[config.mk]
export PLATFORM = sky130hd
export DESIGN_NAME = pclip_ctrl
export DESIGN_NICKNAME = d
export VERILOG_FILES = /design/src/design/pclip_pkg.sv /design/src/design/pclip_ctrl.sv
export SDC_FILE = /design/constraint.sdc
export NUM_CORES = 1
export LEC_CHECK = 0
export ABC_AREA = 1
export BUFFER_PORTS_ARGS = -buffer_cell sky130_fd_sc_hd__buf_2
export CORE_ASPECT_RATIO = 2
export CORE_MARGIN = 3
export CORE_UTILIZATION = 50
export DETAILED_ROUTE_END_ITERATION = 8
export GPL_TIMING_DRIVEN = 0
export PLACE_DENSITY_LB_ADDON = 0.08
export REMOVE_ABC_BUFFERS = 1
export SYNTH_ARGS = -nofsm -noshare
export SYNTH_HDL_FRONTEND = slang
export SYNTH_SLANG_ARGS = --single-unit
export TNS_END_PERCENT = 5
[constraint.sdc]
create_clock -name i_clk -period 2.21 [get_ports i_clk]
set_input_delay 0 -clock i_clk [delete_from_list [all_inputs] [get_ports i_clk]]
set_output_delay 0 -clock i_clk [all_outputs]
set_load 0.05 [all_outputs]
[src/design/pclip_pkg.sv]
// Package: widths, codes and control/status types of the polygon plane clipper.
`default_nettype none
package pclip_pkg;

    localparam int POS_W  = 32;                 // Q16.16 coordinate
    localparam int NRM_W  = 16;                 // Q2.14 normal component
    localparam int DIST_W = 50;                 // signed plane distance, |d| < 2^48
    localparam int DEN_W  = 50;                 // |dP - dC| < 2^49
    localparam int REM_W  = DEN_W + 1;          // divider partial remainder
    localparam int T_W    = 32;                 // crossing parameter, 31 fraction bits
    localparam int T_FRAC = T_W - 1;
    localparam int DEL_W  = POS_W + 1;          // coordinate difference
    localparam int MAG_W  = DEL_W + T_W;        // |delta| * t
    localparam int STP_W  = MAG_W - T_FRAC;     // rounded step
    localparam int DATA_W = 3 * POS_W + 3 * NRM_W;
    localparam int CFG_AW = 8;
    localparam int CFG_DW = 32;
    localparam int CNT_W  = 5;
    localparam int DIV_STEPS = T_W;

    localparam logic [CFG_AW-1:0] CFG_NORMAL_X = 8'd0;
    localparam logic [CFG_AW-1:0] CFG_NORMAL_Y = 8'd1;
    localparam logic [CFG_AW-1:0] CFG_NORMAL_Z = 8'd2;
    localparam logic [CFG_AW-1:0] CFG_OFFSET   = 8'd3;

    localparam logic signed [NRM_W-1:0] NORMAL_Z_RESET = 16'sd16384;

    typedef logic signed [POS_W-1:0]  t_pos;
    typedef logic signed [NRM_W-1:0]  t_nrm;
    typedef logic signed [DIST_W-1:0] t_dist;

    // controller -> datapath
    typedef struct packed {
        logic       load;         // take the accepted vertex
        logic       dist_step;    // one multiply-accumulate of the distance
        logic [1:0] idx;          // component / coordinate index
        logic       store_first;  // remember the vertex as the polygon's first
        logic       div_load;     // start the crossing divide
        logic       div_step;     // one restoring divide step
        logic       mul_step;     // interpolation pipeline slot
        logic       stage_x;      // queue the crossing point
        logic       stage_c;      // queue the edge end vertex
        logic       finish;       // close the item
        logic       closing;      // edge operands: last -> first
    } t_cmd;

    // datapath -> controller
    typedef struct packed {
        logic have_first;
        logic fin;
        logic p_in;
        logic c_in;
        logic out_free;
        logic pend_valid;
    } t_sts;

    typedef enum logic [9:0] {
        S_IDLE      = 10'b00_0000_0001,
        S_DIST      = 10'b00_0000_0010,
        S_CHK       = 10'b00_0000_0100,
        S_EDGE      = 10'b00_0000_1000,
        S_DIV       = 10'b00_0001_0000,
        S_MUL       = 10'b00_0010_0000,
        S_EMIT_X    = 10'b00_0100_0000,
        S_EMIT_C    = 10'b00_1000_0000,
        S_EDGE_DONE = 10'b01_0000_0000,
        S_FINISH    = 10'b10_0000_0000
    } t_state;

endpackage
`default_nettype wire

[src/design/pclip_ctrl.sv]
// Controller: sequences distance, edge tests, divide, interpolation and result staging.
`default_nettype none
module pclip_ctrl (
    input  wire logic            i_clk,
    input  wire logic            i_rst_n,
    input  wire logic            i_s_tvalid,
    output logic                 o_s_tready,
    input  wire pclip_pkg::t_sts i_sts,
    output pclip_pkg::t_cmd      o_cmd
);
    import pclip_pkg::*;

    t_state           r_state, n_state;
    logic [CNT_W-1:0] r_cnt, n_cnt;
    logic             r_closing, n_closing;
    logic             w_can_stage;

    assign w_can_stage = !i_sts.pend_valid || i_sts.out_free;
    assign o_s_tready  = (r_state == S_IDLE);

    always_comb begin
        n_state   = r_state;
        n_cnt     = r_cnt;
        n_closing = r_closing;
        o_cmd     = '0;
        o_cmd.idx = r_cnt[1:0];
        o_cmd.closing = r_closing;
        unique case (r_state)
            S_IDLE: begin
                if (i_s_tvalid) begin
                    o_cmd.load = 1'b1;
                    n_cnt      = '0;
                    n_closing  = 1'b0;
                    n_state    = S_DIST;
                end
            end
            S_DIST: begin
                o_cmd.dist_step = 1'b1;
                if (r_cnt == CNT_W'(2)) begin
                    n_state = S_CHK;
                end else begin
                    n_cnt = r_cnt + 1'b1;
                end
            end
            S_CHK: begin
                if (!i_sts.have_first) begin
                    o_cmd.store_first = 1'b1;
                    if (i_sts.fin) begin
                        n_closing = 1'b1;
                        n_state   = S_EDGE;
                    end else begin
                        n_state = S_FINISH;
                    end
                end else begin
                    n_state = S_EDGE;
                end
            end
            S_EDGE: begin
                if (i_sts.p_in && i_sts.c_in) begin
                    n_state = S_EMIT_C;
                end else if (i_sts.p_in != i_sts.c_in) begin
                    o_cmd.div_load = 1'b1;
                    n_cnt   = '0;
                    n_state = S_DIV;
                end else begin
                    n_state = S_EDGE_DONE;
                end
            end
            S_DIV: begin
                o_cmd.div_step = 1'b1;
                n_cnt = r_cnt + 1'b1;
                if (r_cnt == CNT_W'(DIV_STEPS - 1)) begin
                    n_cnt   = '0;
                    n_state = S_MUL;
                end
            end
            S_MUL: begin
                o_cmd.mul_step = 1'b1;
                n_cnt = r_cnt + 1'b1;
                if (r_cnt == CNT_W'(3)) begin
                    n_state = S_EMIT_X;
                end
            end
            S_EMIT_X: begin
                if (w_can_stage) begin
                    o_cmd.stage_x = 1'b1;
                    n_state = i_sts.c_in ? S_EMIT_C : S_EDGE_DONE;
                end
            end
            S_EMIT_C: begin
                if (w_can_stage) begin
                    o_cmd.stage_c = 1'b1;
                    n_state = S_EDGE_DONE;
                end
            end
            S_EDGE_DONE: begin
                if (!r_closing && i_sts.fin) begin
                    n_closing = 1'b1;
                    n_state   = S_EDGE;
                end else begin
                    n_state = S_FINISH;
                end
            end
            S_FINISH: begin
                if (i_sts.out_free) begin
                    o_cmd.finish = 1'b1;
                    n_state = S_IDLE;
                end
            end
            default: n_state = S_IDLE;
        endcase
    end

    always_ff @(posedge i_clk) begin
        if (!i_rst_n) begin
            r_state   <= S_IDLE;
            r_cnt     <= '0;
            r_closing <= 1'b0;
        end else begin
            r_state   <= n_state;
            r_cnt     <= n_cnt;
            r_closing <= n_closing;
        end
    end

endmodule
`default_nettype wire

==> out/metrics.json <==
{
  "rsz0062_at_grt": {"value": "false"},
  "dp.final_hpwl": {"value": 2710, "unit": "µm"},
  "crit_start": {"value": "r_cnt[1]"},
  "detailed_place.area": {"value": 0.00148, "unit": "mm²"},
  "ys_ff_latch": {"value": 16},
  "ioPinCount": {"value": 22},
  "comb_power_share": {"value": 71.4, "unit": "%"},
  "path_class": {"value": "reg2reg"},
  "gr-usage-met3": {"value": 2.02, "unit": "%"},
  "drive_above_1_share": {"value": 21.0, "unit": "%"},
  "first_global_vias": {"value": 1350},
  "drc": {"value": 0},
  "die_h": {"value": 80.3, "unit": "µm"},
  "yosysWarnings": {"value": 0},
  "clkTransAtPathRegs": {"value": 0.06, "unit": "ns"},
  "drt-initial-drc-count": {"value": 44},
  "die-area": {"value": 0.00347, "unit": "mm²"},
  "cts_setup_buffers": {"value": 0},
  "fin_ws": {"value": 0.290, "unit": "ns"},
  "fin_crit_share": {"value": 86.9, "unit": "%"},
  "cts-buffers-inserted": {"value": 3},
  "r2r-start": {"value": "r_cnt[1]"},
  "power.leakage": {"value": 0.000841, "unit": "µW"},
  "cp_max_fo": {"value": 13},
  "report.final.setup_viol": {"value": 0},
  "finalWirelength": {"value": 3270, "unit": "µm"},
  "gr-total-overflow": {"value": 0},
  "irDropWorstVdd": {"value": 0.890, "unit": "mV"},
  "num_antenna_cells": {"value": 0},
  "synth_area_per_cell": {"value": 6.01, "unit": "µm²"},
  "antenna_found_initial": {"value": 0},
  "power_density": {"value": 1630, "unit": "mW/mm²"},
  "max-slew-margin-rel": {"value": 74.5, "unit": "%"},
  "grt_pass1_wl": {"value": 5670, "unit": "µm"},
  "synthToLayoutAreaGrowth": {"value": 10.1, "unit": "%"},
  "design.final.nets": {"value": 264},
  "hold_path.class": {"value": "in2reg"},
  "dominantRegCellSynth": {"value": "dfxtp_1"},
  "first_pass_iters": {"value": 4},
  "ctsHtreeMaxLevel": {"value": 1},
  "ys_async_sr_fraction": {"value": 0, "unit": "%"},
  "pwr-share-seq": {"value": 19.6, "unit": "%"},
  "min-delay-start": {"value": "i_s_tvalid"},
  "critPathLaunchType": {"value": "register"},
  "mappedNetlistArea": {"value": 0.00138, "unit": "mm²"},
  "grtUsageMet1": {"value": 20.6, "unit": "%"},
  "transition_at_the_pin_with_the_smallest_max_transition_slack": {"value": 0.381, "unit": "ns"},
  "placement.setup.worst_slack": {"value": 0.290, "unit": "ns"},
  "fp-row-count": {"value": 26},
  "cts.repair.resized": {"value": 0},
  "fmax": {"value": 521, "unit": "MHz"},
  "period_minus_slack": {"value": 1.92, "unit": "ns"},
  "drt-wirelength-per-cell": {"value": 11.8, "unit": "µm"},
  "met2_global_route_usage": {"value": 43.5, "unit": "%"},
  "longest_clk_path_bufs": {"value": 2},
  "tritoncts_clock_tree": {"value": "done"},
  "port_buffer_count": {"value": 21},
  "pwr-share-clk": {"value": 9.0, "unit": "%"},
  "maxCapViolCount": {"value": 0},
  "internal_power": {"value": 1040, "unit": "µW"},
  "antenna_left": {"value": 0},
  "gpl.final_weighted_congestion": {"value": 0.848},
  "postCtsHoldBufs": {"value": 0},
  "cell_types_occupying_the_most_area_after_synthesis": {"value": "dfxtp_1, nor2_1, nand2_1"},
  "timing.critical_path.required": {"value": 2.41, "unit": "ns"},
  "final_cell_area": {"value": 0.00152, "unit": "mm²"},
  "synth-edff-count": {"value": 0},
  "synth_top_area_share": {"value": 23.2, "unit": "%"},
  "synth.lib_cells_used.distinct": {"value": 28},
  "power_switching": {"value": 1440, "unit": "µW"},
  "cp.arrival": {"value": 2.12, "unit": "ns"},
  "coreArea": {"value": 0.00260, "unit": "mm²"},
  "hold_viol": {"value": 0},
  "initial_utilization": {"value": 53.1, "unit": "%"},
  "total_neg_setup_slack": {"value": 0, "unit": "ns"},
  "grt_max_degree": {"value": 17},
  "clk_root_buffer_cell": {"value": "clkbuf_8"},
  "synth_seq_area_share": {"value": 23.2, "unit": "%"},
  "grt_util_all_layers": {"value": 21.4, "unit": "%"},
  "timing_max_transition_violations_final": {"value": 0},
  "yosys.area.top_type": {"value": "dfxtp_1"},
  "viasPerCell": {"value": 5.05},
  "syn_inst": {"value": 230},
  "power_switching_share": {"value": 58.1, "unit": "%"},
  "clock-skew-final": {"value": 0.00192, "unit": "ns"},
  "route.vias.total": {"value": 1393},
  "cts_sinks": {"value": 16},
  "die_w": {"value": 43.2, "unit": "µm"},
  "worstSetupEndpointType": {"value": "register"},
  "clock_insertion_delay_worst_skew": {"value": 0.25, "unit": "ns"},
  "outcome": {"value": "completed"},
  "grt_most_used_layer": {"value": "met2"}
}
==> metrics by stage <==
stage               hold slack, ns  instances  utilization, %  total power [µW]
floorplan                   0.0841        224               -              1920
global placement             0.333        273            56.8              2260
detailed placement           0.329        273            56.8              2280
CTS                         0.0633        276            58.4              2510
global route                0.0933        276            58.4              2750
finish                      0.0606        276            58.4              2480
==> worst paths after layout <==
| path | slack [ns] | cells after the start | end |
|---|---|---|---|
| setup / recovery | 0.29 | 12 | r_state[3] |
| hold / removal | 0.06 | 4 | r_closing |
| setup reg to reg | 0.29 | 12 | r_state[3] |
| hold reg to reg | 0.47 | 2 | r_closing |
==> power groups by stage <==
stage	registers, µW	logic, µW	clock network [µW]
after floorplan	529	1390	0
after global placement	493	1770	0
after detailed placement	494	1790	0
after CTS	488	1790	230
after global routing	498	2010	240
final	487	1770	223
==> sequential cells by signal, summed over array words and instances, names as in the netlist <==
register	count
r_state	10
r_cnt	5
r_closing	1
==> synthesized netlist by cell type (2+ instances only) <==
library cell / n
a21oi_1: 2
buf_4: 3
dfxtp_1: 16
ha_1: 5
inv_1: 34
inv_2: 3
nand2_1: 49
nand2_2: 4
nand2_4: 2
nand3_1: 26
nor2_1: 53
nor2_2: 9
nor2_4: 7
o22ai_1: 2
xor2_1: 2
==> cells by family (layout without fill, tap and decap cells) <==
logic type / count (synthesis) / count (layout) / synth area share, %
buf+inv: 43 / 61 / 13.1
fa+ha+maj: 5 / 5 / 4.53
simple gates: 156 / 156 / 54.2
compound gates: 8 / 8 / 3.71
xor+xnor: 2 / 2 / 1.27
flops: 16 / 16 / 23.2
==> layout make-up <==
type,instances,area (µm²)
fillers,294,1080
multi-input cells,171,880
flip-flops and latches,16,320
inverters,37,139
repair buffers,21,105
clock buffers,3,41.3
well taps,28,35.0
==> layout by cell type, fill, tap and decap left out <==
cell type  Yosys  final
nand3b_1       1      1
nor2_1        53     53
nand3_1       26     26
dfxtp_1       16     16
xor2_1         2      2
buf_2          1     21
nand3_4        1      1
or2_1          1      1
o31ai_1        1      1
o21ai_2        1      1
nor3_1         1      1
nand2_1       49     49
nand4_1        1      1
inv_1         34     34
nand2_4        2      2
nor2_2         9      9
nor2_4         7      7
a21oi_1        2      2
o21ai_0        1      1
nand2_2        4      4
inv_2          3      3
nand3_2        1      1
o22ai_1        2      2
ha_1           5      5
o211ai_1       1      1
clkbuf_8       0      3
==> critical path: stages, from the launching register on <==
cell	delay [ns]
dfxtp_1	0.40
ha_1	0.24
nand2_1	0.07
nor2_1	0.09
ha_1	0.14
inv_1	0.04
nand3_1	0.14
nand2_2	0.07
nor2_2	0.11
nand2_2	0.20
inv_1	0.20
nand3_1	0.09
inv_1	0.06
==> metal layers <==
layer | wire length (µm) | vias to the layer above
met5 | 0 | -
met4 | 56 | 0
met3 | 79 | 5
met2 | 1940 | 21
met1 | 1190 | 625
li1 | - | 742
No activity file was read; power rests on OpenSTA's default activity.
